## config.mk

```make
export PLATFORM = sky130hd
export DESIGN_NAME = thermistor_adc_to_temperature_top_flat
export DESIGN_NICKNAME = d
export VERILOG_FILES = /design/src/rtl/tadc_pkg.sv /design/src/rtl/tadc_req_if.sv /design/src/rtl/tadc_rsp_if.sv /design/src/rtl/tadc_ram.sv /design/src/rtl/thermistor_adc_to_temperature_top.sv /design/src/flat_wrapper.sv
export SDC_FILE = /design/constraint.sdc
export NUM_CORES = 2
export LEC_CHECK = 0
export BUFFER_PORTS_ARGS = -buffer_cell sky130_fd_sc_hd__buf_2
export CORE_MARGIN = 8
export CORE_UTILIZATION = 55
export CTS_CLUSTER_DIAMETER = 150
export DETAILED_ROUTE_END_ITERATION = 8
export PLACE_DENSITY = 0.79
export SLEW_MARGIN = 20
export SYNTH_ARGS = -nofsm -noshare
export SYNTH_HDL_FRONTEND = slang
export SYNTH_HIERARCHICAL = 1
export SYNTH_SLANG_ARGS = --single-unit
```

## constraint.sdc

```tcl
create_clock -name clock -period 10.8 [get_ports clock]
set_input_delay 1.62 -clock clock [delete_from_list [all_inputs] [get_ports clock]]
set_output_delay 1.62 -clock clock [all_outputs]
set_load 0.01 [all_outputs]
```

## src/rtl/tadc_pkg.sv

```systemverilog
// shared constants, ratio table and helpers for the thermistor temperature block
`timescale 1ns / 1ps

package tadc_pkg;

   localparam int TABLE_POINTS    = 23;
   localparam int IDX_W           = $clog2(TABLE_POINTS);
   localparam int ADC_BITS        = 10;
   localparam int RATIO_FRAC_BITS = 16;
   localparam int RATIO_W         = 8 + RATIO_FRAC_BITS;
   localparam int CSR_W           = 20;
   localparam int CSR_IDX_W       = 1;
   localparam int DEN_W           = CSR_W + ADC_BITS;
   localparam int NUM_W           = CSR_W + ADC_BITS + RATIO_FRAC_BITS;
   localparam int DIV_CNT_W       = $clog2(RATIO_W);
   localparam int TEMP_W          = 16;
   localparam int SUM_W           = RATIO_W + 3;

   // temperature of point 0 and step between points, Q8.8 degrees
   localparam int T_BASE   = -55 * 256;
   localparam int T_STEP   = 5 * 256;
   localparam int TEMP_MAX = 32767;
   localparam int TEMP_MIN = -32768;

   localparam logic [CSR_W-1:0] DIVIDER_RESET = CSR_W'(1000);
   localparam logic [CSR_W-1:0] NOMINAL_RESET = CSR_W'(10000);

   // register indexes
   localparam logic [CSR_IDX_W-1:0] CSR_DIVIDER = CSR_IDX_W'(0);
   localparam logic [CSR_IDX_W-1:0] CSR_NOMINAL = CSR_IDX_W'(1);

   // resistance ratios of the table points in Q.24, -55 C to +55 C in 5 C steps
   localparam logic [31:0] RATIO_Q24 [TABLE_POINTS] = '{
      32'd2037760655, 32'd1416651342, 32'd993932607, 32'd703602885, 32'd502427288,
      32'd361834217,  32'd262412435,  32'd192367559, 32'd141784252, 32'd105573987,
      32'd78982100,   32'd59664803,   32'd45498132,  32'd34997273,  32'd27185801,
      32'd21278543,   32'd16777216,   32'd13324465,  32'd10614609,  32'd8512759,
      32'd6883021,    32'd5597383,    32'd4570617
   };

   localparam int          RATIO_SHIFT = 24 - RATIO_FRAC_BITS;
   localparam logic [31:0] ROUND_HALF  = 32'((64'd1 << RATIO_SHIFT) >> 1);

   // table point rounded to nearest into the ratio format
   function automatic logic [RATIO_W-1:0] point_ratio(input logic [IDX_W-1:0] idx);
      logic [31:0] sum;
      sum = RATIO_Q24[idx] + ROUND_HALF;
      return RATIO_W'(sum >> RATIO_SHIFT);
   endfunction

endpackage

```

## src/rtl/tadc_req_if.sv

```systemverilog
// request channel: one converter sample
`timescale 1ns / 1ps

interface tadc_req_if;
   logic                          valid;
   logic                          ready;
   logic [tadc_pkg::ADC_BITS-1:0] adc_sample;

   modport source (output valid, output adc_sample, input ready);
   modport sink   (input valid, input adc_sample, output ready);
endinterface

```

## src/rtl/tadc_rsp_if.sv

```systemverilog
// result channel: temperature and valid flag
`timescale 1ns / 1ps

interface tadc_rsp_if;
   logic                        valid;
   logic                        ready;
   logic [tadc_pkg::TEMP_W-1:0] temperature;
   logic                        temp_valid;

   modport source (output valid, output temperature, output temp_valid, input ready);
   modport sink   (input valid, input temperature, input temp_valid, output ready);
endinterface

```

## src/rtl/tadc_ram.sv

```systemverilog
// generic single-port-write ram with registered read
`timescale 1ns / 1ps

module tadc_ram #(
   parameter int WIDTH = 8,
   parameter int DEPTH = 16
) (
   input  logic                     clock,
   input  logic                     wr_en,
   input  logic [$clog2(DEPTH)-1:0] wr_addr,
   input  logic [WIDTH-1:0]         wr_data,
   input  logic [$clog2(DEPTH)-1:0] rd_addr,
   output logic [WIDTH-1:0]         rd_data
);

   logic [WIDTH-1:0] mem_ff [DEPTH];
   logic [WIDTH-1:0] rd_data_ff;

   always_ff @(posedge clock) begin
      if (wr_en) begin
         mem_ff[wr_addr] <= wr_data;
      end
      rd_data_ff <= mem_ff[rd_addr];
   end

   assign rd_data = rd_data_ff;

endmodule

```

## src/rtl/thermistor_adc_to_temperature_top.sv

```systemverilog
// thermistor divider sample to q8.8 temperature by table lookup and interpolation
`timescale 1ns / 1ps

// channel   | direction | payload                              | handshake
// req_ch    | in        | adc_sample[9:0]                      | valid/ready
// rsp_ch    | out       | temperature[15:0] signed, temp_valid | valid/ready
// csr port  | in        | csr_index, csr_wdata[19:0]           | csr_wr_en, no wait
//
// one request at a time; the time taken is set by the 24-step shared restoring divider
// (run up to twice) and the table scan, one ram read per cycle over up to 23 points;
// a zero sample skips both
// after reset a fill writes the ratio table into the ram; no request is taken until it ends
// the result sits in an output register, so a new request is taken while it waits;
// a stalled result blocks only the delivery of the next one

module thermistor_adc_to_temperature_top (
   input  logic                           clock,
   input  logic                           reset,
   tadc_req_if.sink                       req_ch,
   tadc_rsp_if.source                     rsp_ch,
   input  logic                           csr_wr_en,
   input  logic [tadc_pkg::CSR_IDX_W-1:0] csr_index,
   input  logic [tadc_pkg::CSR_W-1:0]     csr_wdata
);

   localparam int IDX_W   = tadc_pkg::IDX_W;
   localparam int RATIO_W = tadc_pkg::RATIO_W;
   localparam int NUM_W   = tadc_pkg::NUM_W;
   localparam int DEN_W   = tadc_pkg::DEN_W;
   localparam int SUM_W   = tadc_pkg::SUM_W;
   localparam int TEMP_W  = tadc_pkg::TEMP_W;

   typedef enum logic [2:0] {
      ST_FILL,
      ST_IDLE,
      ST_MUL,
      ST_DLOAD,
      ST_DIV,
      ST_SCAN,
      ST_INTERP,
      ST_DONE
   } state_type;

   state_type                    state_ff;
   logic [tadc_pkg::CSR_W-1:0]   div_res_ff;
   logic [tadc_pkg::CSR_W-1:0]   nom_res_ff;
   logic [tadc_pkg::ADC_BITS-1:0] sample_ff;

   // table fill / scan address and read pipeline
   logic [IDX_W-1:0]             idx_ff;
   logic [IDX_W-1:0]             didx_ff;
   logic                         dv_ff;
   logic [RATIO_W-1:0]           ram_rd_data;

   // shared divider
   logic [NUM_W-1:0]             dvd_ff;
   logic [DEN_W-1:0]             dvs_ff;
   logic [DEN_W-1:0]             rem_ff;
   logic [RATIO_W-1:0]           lo_ff;
   logic [RATIO_W-1:0]           quot_ff;
   logic [tadc_pkg::DIV_CNT_W-1:0] cnt_ff;
   logic                         sat_ff;
   logic                         phase_ff;

   // lookup
   logic [RATIO_W-1:0]           ratio_ff;
   logic [RATIO_W-1:0]           prev_ff;
   logic [RATIO_W-1:0]           r2_ff;
   logic [IDX_W-1:0]             seg_ff;
   logic                         neg_ff;

   // pending result and output register
   logic [TEMP_W-1:0]            res_temp_ff;
   logic                         res_valid_ff;
   logic                         rsp_valid_ff;
   logic [TEMP_W-1:0]            rsp_temp_ff;
   logic                         rsp_tvalid_ff;

   // combinational
   logic [DEN_W:0]               div_trial;
   logic                         div_ge;
   logic [DEN_W:0]               div_diff;
   logic [DEN_W-1:0]             rem_in;
   logic [RATIO_W-1:0]           quot_in;
   logic [RATIO_W-1:0]           q_final;
   logic [DEN_W-1:0]             num_prod;
   logic [DEN_W-1:0]             den_prod;
   logic [tadc_pkg::ADC_BITS-1:0] sample_comp;
   logic [RATIO_W:0]             interp_a;
   logic [RATIO_W-1:0]           interp_mag;
   logic [RATIO_W-1:0]           interp_ad;
   logic [NUM_W-1:0]             interp_dvd;
   logic [SUM_W-1:0]             temp_base;
   logic [SUM_W-1:0]             q_ext;
   logic [SUM_W-1:0]             q_signed;
   logic [SUM_W-1:0]             t_sum;
   logic [TEMP_W-1:0]            temp_sat;

   tadc_ram #(
      .WIDTH (RATIO_W),
      .DEPTH (tadc_pkg::TABLE_POINTS)
   ) u_ratio_ram (
      .clock   (clock),
      .wr_en   (state_ff == ST_FILL),
      .wr_addr (idx_ff),
      .wr_data (tadc_pkg::point_ratio(idx_ff)),
      .rd_addr (idx_ff),
      .rd_data (ram_rd_data)
   );

   // one restoring step: bring in the next dividend bit, subtract if it fits
   always_comb begin
      div_trial = {rem_ff, lo_ff[RATIO_W-1]};
      div_ge    = div_trial >= {1'b0, dvs_ff};
      div_diff  = div_trial - {1'b0, dvs_ff};
      rem_in    = div_ge ? div_diff[DEN_W-1:0] : div_trial[DEN_W-1:0];
      quot_in   = {quot_ff[RATIO_W-2:0], div_ge};
      q_final   = sat_ff ? '1 : quot_in;
   end

   // ratio operands: divider * (full - sample) and sample * nominal
   always_comb begin
      sample_comp = '1 - sample_ff;
      num_prod    = DEN_W'(div_res_ff) * DEN_W'(sample_comp);
      den_prod    = DEN_W'(sample_ff) * DEN_W'(nom_res_ff);
   end

   // interpolation operands: q = round(|r1 - r| * 1280 / (r1 - r2)), sign of r1 - r
   always_comb begin
      interp_a   = {1'b0, prev_ff} - {1'b0, ratio_ff};
      interp_mag = interp_a[RATIO_W] ? RATIO_W'(-interp_a) : interp_a[RATIO_W-1:0];
      interp_ad  = prev_ff - r2_ff;
      interp_dvd = NUM_W'(interp_mag) * NUM_W'(tadc_pkg::T_STEP)
                 + NUM_W'(interp_ad >> 1);
   end

   // final temperature: segment start plus signed offset, saturated to 16 bits
   always_comb begin
      temp_base = SUM_W'(tadc_pkg::T_BASE) + SUM_W'(seg_ff) * SUM_W'(tadc_pkg::T_STEP);
      q_ext     = SUM_W'(q_final);
      q_signed  = neg_ff ? (~q_ext + SUM_W'(1)) : q_ext;
      t_sum     = temp_base + q_signed;
      if ($signed(t_sum) > $signed(SUM_W'(tadc_pkg::TEMP_MAX))) begin
         temp_sat = TEMP_W'(tadc_pkg::TEMP_MAX);
      end else if ($signed(t_sum) < $signed(SUM_W'(tadc_pkg::TEMP_MIN))) begin
         temp_sat = TEMP_W'(tadc_pkg::TEMP_MIN);
      end else begin
         temp_sat = t_sum[TEMP_W-1:0];
      end
   end

   always_ff @(posedge clock) begin
      if (reset) begin
         state_ff      <= ST_FILL;
         idx_ff        <= '0;
         dv_ff         <= 1'b0;
         rsp_valid_ff  <= 1'b0;
         div_res_ff    <= tadc_pkg::DIVIDER_RESET;
         nom_res_ff    <= tadc_pkg::NOMINAL_RESET;
      end else begin
         // register writes
         if (csr_wr_en) begin
            case (csr_index)
               tadc_pkg::CSR_DIVIDER: div_res_ff <= csr_wdata;
               tadc_pkg::CSR_NOMINAL: nom_res_ff <= csr_wdata;
               default: ;
            endcase
         end

         // the done state reloads or holds the output register itself
         if (rsp_ch.ready && state_ff != ST_DONE) begin
            rsp_valid_ff <= 1'b0;
         end

         case (state_ff)
            ST_FILL: begin
               if (idx_ff == IDX_W'(tadc_pkg::TABLE_POINTS - 1)) begin
                  idx_ff   <= '0;
                  state_ff <= ST_IDLE;
               end else begin
                  idx_ff <= idx_ff + IDX_W'(1);
               end
            end

            ST_IDLE: begin
               if (req_ch.valid) begin
                  sample_ff <= req_ch.adc_sample;
                  state_ff  <= ST_MUL;
               end
            end

            ST_MUL: begin
               dvd_ff   <= NUM_W'(num_prod) << tadc_pkg::RATIO_FRAC_BITS;
               dvs_ff   <= den_prod;
               phase_ff <= 1'b0;
               state_ff <= ST_DLOAD;
            end

            ST_DLOAD: begin
               if (dvs_ff == '0) begin
                  // zero sample or zero nominal resistance
                  res_temp_ff  <= '0;
                  res_valid_ff <= 1'b0;
                  state_ff     <= ST_DONE;
               end else begin
                  // quotient overflows the ratio width when the high part >= divisor
                  sat_ff   <= DEN_W'(dvd_ff[NUM_W-1:RATIO_W]) >= dvs_ff;
                  rem_ff   <= DEN_W'(dvd_ff[NUM_W-1:RATIO_W]);
                  lo_ff    <= dvd_ff[RATIO_W-1:0];
                  quot_ff  <= '0;
                  cnt_ff   <= '0;
                  state_ff <= ST_DIV;
               end
            end

            ST_DIV: begin
               rem_ff  <= rem_in;
               lo_ff   <= lo_ff << 1;
               quot_ff <= quot_in;
               cnt_ff  <= cnt_ff + tadc_pkg::DIV_CNT_W'(1);
               if (cnt_ff == tadc_pkg::DIV_CNT_W'(RATIO_W - 1)) begin
                  if (!phase_ff) begin
                     ratio_ff <= q_final;
                     idx_ff   <= '0;
                     dv_ff    <= 1'b0;
                     state_ff <= ST_SCAN;
                  end else begin
                     res_temp_ff  <= temp_sat;
                     res_valid_ff <= 1'b1;
                     state_ff     <= ST_DONE;
                  end
               end
            end

            ST_SCAN: begin
               // one read issued per cycle, data back in the next cycle
               didx_ff <= idx_ff;
               if (dv_ff && didx_ff != '0 && ram_rd_data <= ratio_ff) begin
                  // first point after point 0 at or below the ratio ends the segment
                  r2_ff    <= ram_rd_data;
                  seg_ff   <= didx_ff - IDX_W'(1);
                  dv_ff    <= 1'b0;
                  idx_ff   <= '0;
                  state_ff <= ST_INTERP;
               end else if (dv_ff && didx_ff == IDX_W'(tadc_pkg::TABLE_POINTS - 1)) begin
                  // hotter than the last point
                  res_temp_ff  <= '0;
                  res_valid_ff <= 1'b0;
                  dv_ff        <= 1'b0;
                  idx_ff       <= '0;
                  state_ff     <= ST_DONE;
               end else begin
                  if (idx_ff != IDX_W'(tadc_pkg::TABLE_POINTS - 1)) begin
                     idx_ff <= idx_ff + IDX_W'(1);
                  end
                  dv_ff <= 1'b1;
                  if (dv_ff) begin
                     prev_ff <= ram_rd_data;
                  end
               end
            end

            ST_INTERP: begin
               neg_ff   <= interp_a[RATIO_W];
               dvd_ff   <= interp_dvd;
               dvs_ff   <= DEN_W'(interp_ad);
               phase_ff <= 1'b1;
               state_ff <= ST_DLOAD;
            end

            ST_DONE: begin
               if (!rsp_valid_ff || rsp_ch.ready) begin
                  rsp_valid_ff  <= 1'b1;
                  rsp_temp_ff   <= res_temp_ff;
                  rsp_tvalid_ff <= res_valid_ff;
                  state_ff      <= ST_IDLE;
               end
            end

            default: state_ff <= ST_IDLE;
         endcase
      end
   end

   assign req_ch.ready       = (state_ff == ST_IDLE);
   assign rsp_ch.valid       = rsp_valid_ff;
   assign rsp_ch.temperature = rsp_temp_ff;
   assign rsp_ch.temp_valid  = rsp_tvalid_ff;

endmodule
```

## src/flat_wrapper.sv

```systemverilog
// flat-port wrapper written by rule: the top's interface ports become plain ports
module thermistor_adc_to_temperature_top_flat 
  (clock, reset, csr_wr_en, csr_index, csr_wdata, req_ch_valid, req_ch_adc_sample, req_ch_ready, rsp_ch_valid, rsp_ch_temperature, rsp_ch_temp_valid, rsp_ch_ready);
  tadc_req_if req_ch_i ();
  tadc_rsp_if rsp_ch_i ();
  input  logic clock;
  input  logic reset;
  input  logic csr_wr_en;
  input  logic [tadc_pkg::CSR_IDX_W-1:0] csr_index;
  input  logic [tadc_pkg::CSR_W-1:0] csr_wdata;
  input wire logic [$bits(req_ch_i.valid)-1:0] req_ch_valid;
  input wire logic [$bits(req_ch_i.adc_sample)-1:0] req_ch_adc_sample;
  output wire logic [$bits(req_ch_i.ready)-1:0] req_ch_ready;
  output wire logic [$bits(rsp_ch_i.valid)-1:0] rsp_ch_valid;
  output wire logic [$bits(rsp_ch_i.temperature)-1:0] rsp_ch_temperature;
  output wire logic [$bits(rsp_ch_i.temp_valid)-1:0] rsp_ch_temp_valid;
  input wire logic [$bits(rsp_ch_i.ready)-1:0] rsp_ch_ready;
  assign req_ch_i.valid = req_ch_valid;
  assign req_ch_i.adc_sample = req_ch_adc_sample;
  assign req_ch_ready = req_ch_i.ready;
  assign rsp_ch_valid = rsp_ch_i.valid;
  assign rsp_ch_temperature = rsp_ch_i.temperature;
  assign rsp_ch_temp_valid = rsp_ch_i.temp_valid;
  assign rsp_ch_i.ready = rsp_ch_ready;
  thermistor_adc_to_temperature_top u_core (.clock(clock), .reset(reset), .req_ch(req_ch_i), .rsp_ch(rsp_ch_i), .csr_wr_en(csr_wr_en), .csr_index(csr_index), .csr_wdata(csr_wdata));
endmodule
```

## Word-level counts from Yosys, hierarchy flattened

Memory sizes are Yosys's and may differ from the RTL's. A register that Yosys moved wholly into a read port is not among the register bits.
Cells that the tools add are included.

- Bits of input ports: 36
- Register bits: 337
- Memories: 2
- Memory bits (read-only): 1024
- Output and inout port bits: 19
- Bits in writable memories: 552

- Reduce and logical (&&, ||, !) cells: 31
- Bitwise gates (word level): 8
- Add/sub/neg operators: 13
- Multiply operators: 4
- Mux-type cells: 57
- Equal/unequal tests: 24
- $lt $le $gt $ge: 6

Memory list:

| memory | words | width | rd ports | clocked after Yosys merged registers in | wr ports | RTL line | RTL |
|---|---|---|---|---|---|---|---|
| (name not given) | 32 | 32 | 1 | 0 | 0 | tadc_pkg.sv:47 | `sum = RATIO_Q24[idx] + ROUND_HALF;` |
| u_core.u_ratio_ram.mem_ff | 23 | 24 | 1 | 1 | 1 | tadc_ram.sv:16 | `logic [WIDTH-1:0] mem_ff [DEPTH];` |

Operators by type and width:

| kind | count |
|---|---|
| case mux 30 bit (2 select lines) | 2 |
| two-way mux 16 bit | 7 |
| case mux 46 bit (2 select lines) | 1 |
| two-way mux 24 bit | 3 |
| two-way mux 32 bit | 2 |
| two-way mux 30 bit | 2 |
| case mux 16 bit (3 select lines) | 1 |
| case mux 24 bit (2 select lines) | 1 |
| case mux 23 bit (2 select lines) | 1 |
| adder 35 x 23 -> 36 bit | 1 |
| two-way mux 5 bit | 7 |
| adder 32 x 8 -> 32 bit, second input constant | 1 |
| >= comparator 31 x 30 -> 1 bit | 1 |
| >= comparator 22 x 30 -> 1 bit | 1 |
| zero test 30 bit | 1 |
| multiplier 10 x 20 -> 30 bit | 1 |
| multiplier 20 x 10 -> 30 bit | 1 |
| subtractor 30 bit | 1 |
| adder 27 x 1 -> 27 bit, second input constant | 1 |
| adder 27 bit | 1 |
| greater-than comparator 27 x 16 -> 1 bit, second input constant | 1 |
| < comparator 27 x 16 -> 1 bit, second input constant | 1 |
| multiplier 24 x 3 -> 27 bit, second input constant | 1 |
| two-way mux 27 bit | 1 |
| other kinds (45) | 102 |

## Logic depth before layout (Yosys ltp)

- Depth in word-level cells: 12
- Mapped depth: 35
- Mapped depth without buffers: 34

## Modules after synthesis

The synthesis kept the hierarchy.

By module, submodules not included:

| module | seq. area each (um2) | times used | area an instance (um2) | cells an instance |
|---|---|---|---|---|
| thermistor_adc_to_temperature_top | 9619.2 | 1 | 35397.7 | 3853 |
| tadc_ram | 17056.4 | 1 | 21818.4 | 981 |

## Worst setup path before layout

No wires, ideal clock.

- Path type: input to register
- Start: input reset
- End: register u_core.dvd_ff[0], enable pin
- Slack: 2.545 ns
- Data arrival time: 7.632 ns
- Required time: 10.177 ns
- Cell stages on the path: 3
- Library setup time: 0.623 ns
- Cell sequence: clkbuf_1 -> clkbuf_1 -> nor3b_1

- Word-level cells in the longest chain between the ends: 2

RTL lines:

| what | RTL line | RTL |
|---|---|---|
| from (decl) | flat_wrapper.sv:7 | `input logic reset;` |
| inverter 1 bit (no line) | -- |  |
| AND reduction 2 bit (no line) | -- |  |
| to (signal assigned) | thermistor_adc_to_temperature_top.sv:193 | `dvd_ff <= NUM_W'(num_prod) << tadc_pkg::RATIO_FRAC_BITS;` |
| to (signal assigned) | thermistor_adc_to_temperature_top.sv:265 | `dvd_ff <= interp_dvd;` |
| to (decl) | thermistor_adc_to_temperature_top.sv:56 | `logic [NUM_W-1:0] dvd_ff;` |

Every way passes these cells.
A chain may end at the register's enable or synchronous reset.

## Worst setup path after layout

- Start: register u_core.dvs_ff[1]
- End: register u_core.res_temp_ff[3] (data pin)

- Word-level cells in the longest chain between the ends: 12
- Elaborated cells on any way between the ends: 13
- Those cells by class: add/sub: 2; order compare: 3; mux: 7; bitwise: 1

RTL lines:

| what | RTL line | RTL |
|---|---|---|
| from (decl) | thermistor_adc_to_temperature_top.sv:57 | `logic [DEN_W-1:0] dvs_ff;` |
| from (signal assigned) | thermistor_adc_to_temperature_top.sv:194 | `dvs_ff <= den_prod;` |
| from (signal assigned) | thermistor_adc_to_temperature_top.sv:266 | `dvs_ff <= DEN_W'(interp_ad);` |
| >= comparator 31 x 30 -> 1 bit * | thermistor_adc_to_temperature_top.sv:114 | `div_ge = div_trial >= {1'b0, dvs_ff};` |
| two-way mux 24 bit * | thermistor_adc_to_temperature_top.sv:118 | `q_final = sat_ff ? '1 : quot_in;` |
| inverter 24 -> 27 bit | thermistor_adc_to_temperature_top.sv:141 | `q_signed = neg_ff ? (~q_ext + SUM_W'(1)) : q_ext;` |
| adder 27 x 1 -> 27 bit | thermistor_adc_to_temperature_top.sv:141 |  |
| two-way mux 27 bit * | thermistor_adc_to_temperature_top.sv:141 |  |
| adder 27 bit * | thermistor_adc_to_temperature_top.sv:142 | `t_sum = temp_base + q_signed;` |
| < comparator 27 x 16 -> 1 bit | thermistor_adc_to_temperature_top.sv:145 | `end else if ($signed(t_sum) < $signed(SUM_W'(tadc_pkg::TEMP_MIN))) begin` |
| two-way mux 16 bit | thermistor_adc_to_temperature_top.sv:145 |  |
| two-way mux 16 bit * | thermistor_adc_to_temperature_top.sv:143 | `if ($signed(t_sum) > $signed(SUM_W'(tadc_pkg::TEMP_MAX))) begin` |
| two-way mux 16 bit * | thermistor_adc_to_temperature_top.sv:222 | `if (!phase_ff) begin` |
| two-way mux 16 bit * | thermistor_adc_to_temperature_top.sv:221 | `if (cnt_ff == tadc_pkg::DIV_CNT_W'(RATIO_W - 1)) begin` |
| case mux 16 bit (3 select lines) * | thermistor_adc_to_temperature_top.sv:175 | `case (state_ff)` |
| to (signal assigned) | thermistor_adc_to_temperature_top.sv:228 | `res_temp_ff <= temp_sat;` |
| to (decl) | thermistor_adc_to_temperature_top.sv:73 | `logic [TEMP_W-1:0] res_temp_ff;` |

Every way passes the cells marked *; elsewhere a longest branch is shown, timed or not. The select of a mux whose other input is x is not followed.

==> impl_metrics.tcl <==
set metrics [dict create \
    drt.antenna.violating_nets 0 \
    p_int_mw 6.71 \
    cts_buffers 93 \
    drc 0 \
    start_kind "register" \
    synth_ff_type "edfxtp_1" \
    synth_cell_type_count 99 \
    root_buffer "clkbuf_16" \
    setup_viol 0 \
    reg2reg_depth 32 \
    path_clk_slew_ps 60 \
    grt_pass1_vias 38463 \
    overflow 0 \
    max_clock_freq_mhz 121 \
    initial_core_util_pct 55.4 \
    die_area_sq_um 115000 \
    io_pins 55 \
    routed_wl_um 142000 \
    cp_max_fo 16 \
    setup_tns_ps 0 \
    hold_path_class "register to register" \
    min_from "u_core/res_temp_ff[0]" \
    critPathMaxStageDelay_ps 560 \
    hold_path_end "u_core/rsp_ch.temperature[0]" \
    syn_area_sq_um 57200 \
    p_per_area_nw_per_um2 152 \
    syn2layout_area_growth_pct 8.80 \
    seq_power_share_pct 43.7 \
    end_kind "register" \
    cts_hold_buf 0 \
    p_leak_nw 24.3 \
    wl_per_cell_um 22.6 \
    netlist_instances 4834 \
    cts_setup_buffers 0 \
    dr.first_iter.drc_count 3923 \
    die_w_um 339 \
    max_cap_violations 0 \
    crit_arrival_ps 8690 \
    grt_max_degree 150 \
    period_minus_slack_ps 8260 \
    route.vias.total 38292 \
    h-tree-depth 3 \
    fin_nets 5503 \
    place_hpwl_um 95100 \
    cp_slowest_cell "or4_4" \
    async_reset_ff_share_pct 0 \
    slew_headroom_pct 19.1 \
    period_share_pct 76.5 \
    power_frac_comb_pct 21.7 \
    r2r_end "u_core/res_temp_ff[3]" \
    clock_skew_ps 80.4 \
    hold_depth 0 \
    hold_viol 0 \
    critical_path_required_ps 11230 \
    fin_util_pct 60.2 \
    rrSetupSlack_ps 2540 \
    grtUsageTotal_pct 24.2 \
    ctsResizeCount 0 \
    r2r-start "u_core/dvs_ff[1]" \
    critical_path_class "register to register" \
    clock-sinks 913 \
    ys_ff_latch 913 \
    grt_pass1_wl_um 219000 \
    core_area_sq_um 103000 \
    clock_latency_ps 710 \
    die_h_um 339 \
    ir_drop_mv 0.156 \
    swShare_pct 29.3 \
    syn_avg_cell_area_sq_um 11.8 \
    drive_above_1_share_pct 9.33 \
    rsz0062_at_grt "false" \
    status "complete, no violations" \
    gp_congestion 0.900 \
    cts_max_path_buffers 3 \
    viasPerCell 6.09 \
    rows 118 \
    io_buffers 54 \
    slew_violations 0 \
    worst_pin_slew_ps 1210 \
    cts_tree "done" \
    power_switching_mw 2.78 \
    ys_seq_area_share_pct 46.6 \
    grt_antenna_before_repair 8 \
    drtPass1Iterations 6 \
    synth_edf_count 839 \
    yosys_warnings 6 \
    pwr-share-clk_pct 34.6 \
]
[critical path, delay by kind of cell, from the launching register on]
kind                       cells  cell delay [ps]
AOI/OAI and AO/OA             16             3510
xor gates and xnor gates       1              150
adders and majority gates      3              810
buffers and inverters          2              370
DFF                            1              420
and+or+nand+nor               10             2780
[state kept, by name (all words and copies together), names as in the netlist, 3 cells and up]
register,cells
u_core/state_ff,3
u_core/didx_ff,5
u_core/rem_ff,30
u_core/cnt_ff,5
u_core/dvd_ff,46
u_core/nom_res_ff,20
u_core/seg_ff,5
u_core/ratio_ff,24
u_core/u_ratio_ram/mem_ff,552
u_core/res_temp_ff,16
u_core/prev_ff,24
u_core/idx_ff,5
u_core/r2_ff,24
u_core/u_ratio_ram/rd_data,24
u_core/dvs_ff,30
u_core/quot_ff,23
u_core/lo_ff,24
u_core/rsp_ch.temperature,16
u_core/sample_ff,10
u_core/div_res_ff,20
[synthesized netlist by cell type, types with 23 or more instances]
| master | n | area [sq um] |
|---|---|---|
| or2_2 | 24 | 150 |
| and3_1 | 23 | 144 |
| nor4_1 | 23 | 144 |
| ha_1 | 341 | 4270 |
| nand2b_1 | 158 | 988 |
| a31oi_1 | 26 | 163 |
| nor2b_1 | 137 | 857 |
| nand2_1 | 488 | 1830 |
| mux4_1 | 26 | 683 |
| nor2_1 | 213 | 800 |
| o31ai_1 | 29 | 218 |
| nand3b_1 | 30 | 225 |
| nor3_1 | 51 | 255 |
| dfxtp_1 | 74 | 1480 |
| o21ai_0 | 136 | 681 |
| clkbuf_1 | 174 | 653 |
| xnor2_1 | 126 | 1100 |
| nand3_1 | 55 | 275 |
| fa_1 | 291 | 5830 |
| xor2_1 | 89 | 780 |
| a211oi_1 | 35 | 263 |
| and2_1 | 123 | 769 |
| mux2i_1 | 71 | 711 |
| a21o_1 | 79 | 593 |
| o21ai_1 | 46 | 230 |
| a21oi_1 | 232 | 1160 |
| inv_1 | 412 | 1550 |
| o21a_1 | 41 | 308 |
| edfxtp_1 | 839 | 25200 |
| nand4_1 | 25 | 156 |
| mux4_2 | 94 | 2120 |
[power groups by stage]
| stage | sequential, mW | combinational [mW] | clock, mW |
|---|---|---|---|
| after floorplan | 4.16 | 1.40 | 0 |
| after global placement | 4.21 | 1.96 | 0 |
| after detailed placement | 4.22 | 2.01 | 0 |
| after CTS | 4.15 | 2.03 | 3.33 |
| after global routing | 4.15 | 2.25 | 3.46 |
| final | 4.15 | 2.06 | 3.28 |
[layout make-up]
cell class / instances / area [sq um]
Antenna cell: 1 / 2.50
Clock buffer: 115 / 2500
Clock inverter: 56 / 642
Fill cell: 7893 / 41100
Inverter: 416 / 1560
Multi-Input combinational cell: 3302 / 28300
Sequential cell: 913 / 26700
Tap cell: 1380 / 1730
Timing Repair Buffer: 109 / 832
[worst max path at each step]
stage | endpoint | start | depth (start not counted) | slack, ps
after global routing | u_core/res_temp_ff[12] | u_core/dvs_ff[1] | 32 | 1990
final | u_core/res_temp_ff[3] | u_core/dvs_ff[1] | 32 | 2540
after global placement | u_core/res_temp_ff[3] | u_core/dvs_ff[1] | 32 | 2740
after CTS | u_core/res_temp_ff[12] | u_core/dvs_ff[1] | 32 | 2600
after floorplan | u_core/dvd_ff[0] | reset | 3 | 2540
after detailed placement | u_core/res_temp_ff[12] | u_core/dvs_ff[1] | 32 | 2610
[through the flow]
stage / power [mW] / instance area (sq um) / cells / hold slack (ps) / worst slack [ps]
2_1_floorplan: 5.56 / 57300 / 4856 / 400 / 2540
3_3_place_gp: 6.18 / 58900 / 6114 / 401 / 2740
3_5_place_dp: 6.23 / 59000 / 6116 / 405 / 2610
4_1_cts: 9.51 / 62100 / 6287 / 417 / 2600
5_1_grt: 9.86 / 62200 / 6291 / 418 / 1990
6_report: 9.49 / 62200 / 6292 / 416 / 2540
[cells by family (layout without fill, tap and decap cells)]
group                      count (synthesis)  in the layout  synth area share, %
xor gates and xnor gates                 216            216                 3.33
other                                      1             24              0.00655
and+or+nand+nor                         1417           1417                 12.5
AOI/OAI and AO/OA                        818            818                 9.16
DFF                                      913            913                 46.6
adders and majority gates                632            632                 17.6
muxes                                    196            196                 6.23
buffers and inverters                    641            696                 4.56
[layout by cell type (no fill, tap or decap), drive strengths merged, types with 109 or more instances in the layout]
cell    synthesis  final
edfxtp        839    839
nand2         489    489
inv           414    423
ha            341    341
fa            291    291
a21oi         232    232
nor2          213    213
o21ai         189    189
nand2b        159    159
nor2b         137    137
xnor2         126    126
and2          124    124
mux4          120    120
clkbuf        175    115
buf            50    109
[routing by layer]
layer	part of all wire (%)	track usage, %
met1	40	32.1
met2	48	40.0
met3	8.1	3.96
met4	3.6	9.09
met5	0.037	0
Note: power is estimated with default switching activity, not from simulation.
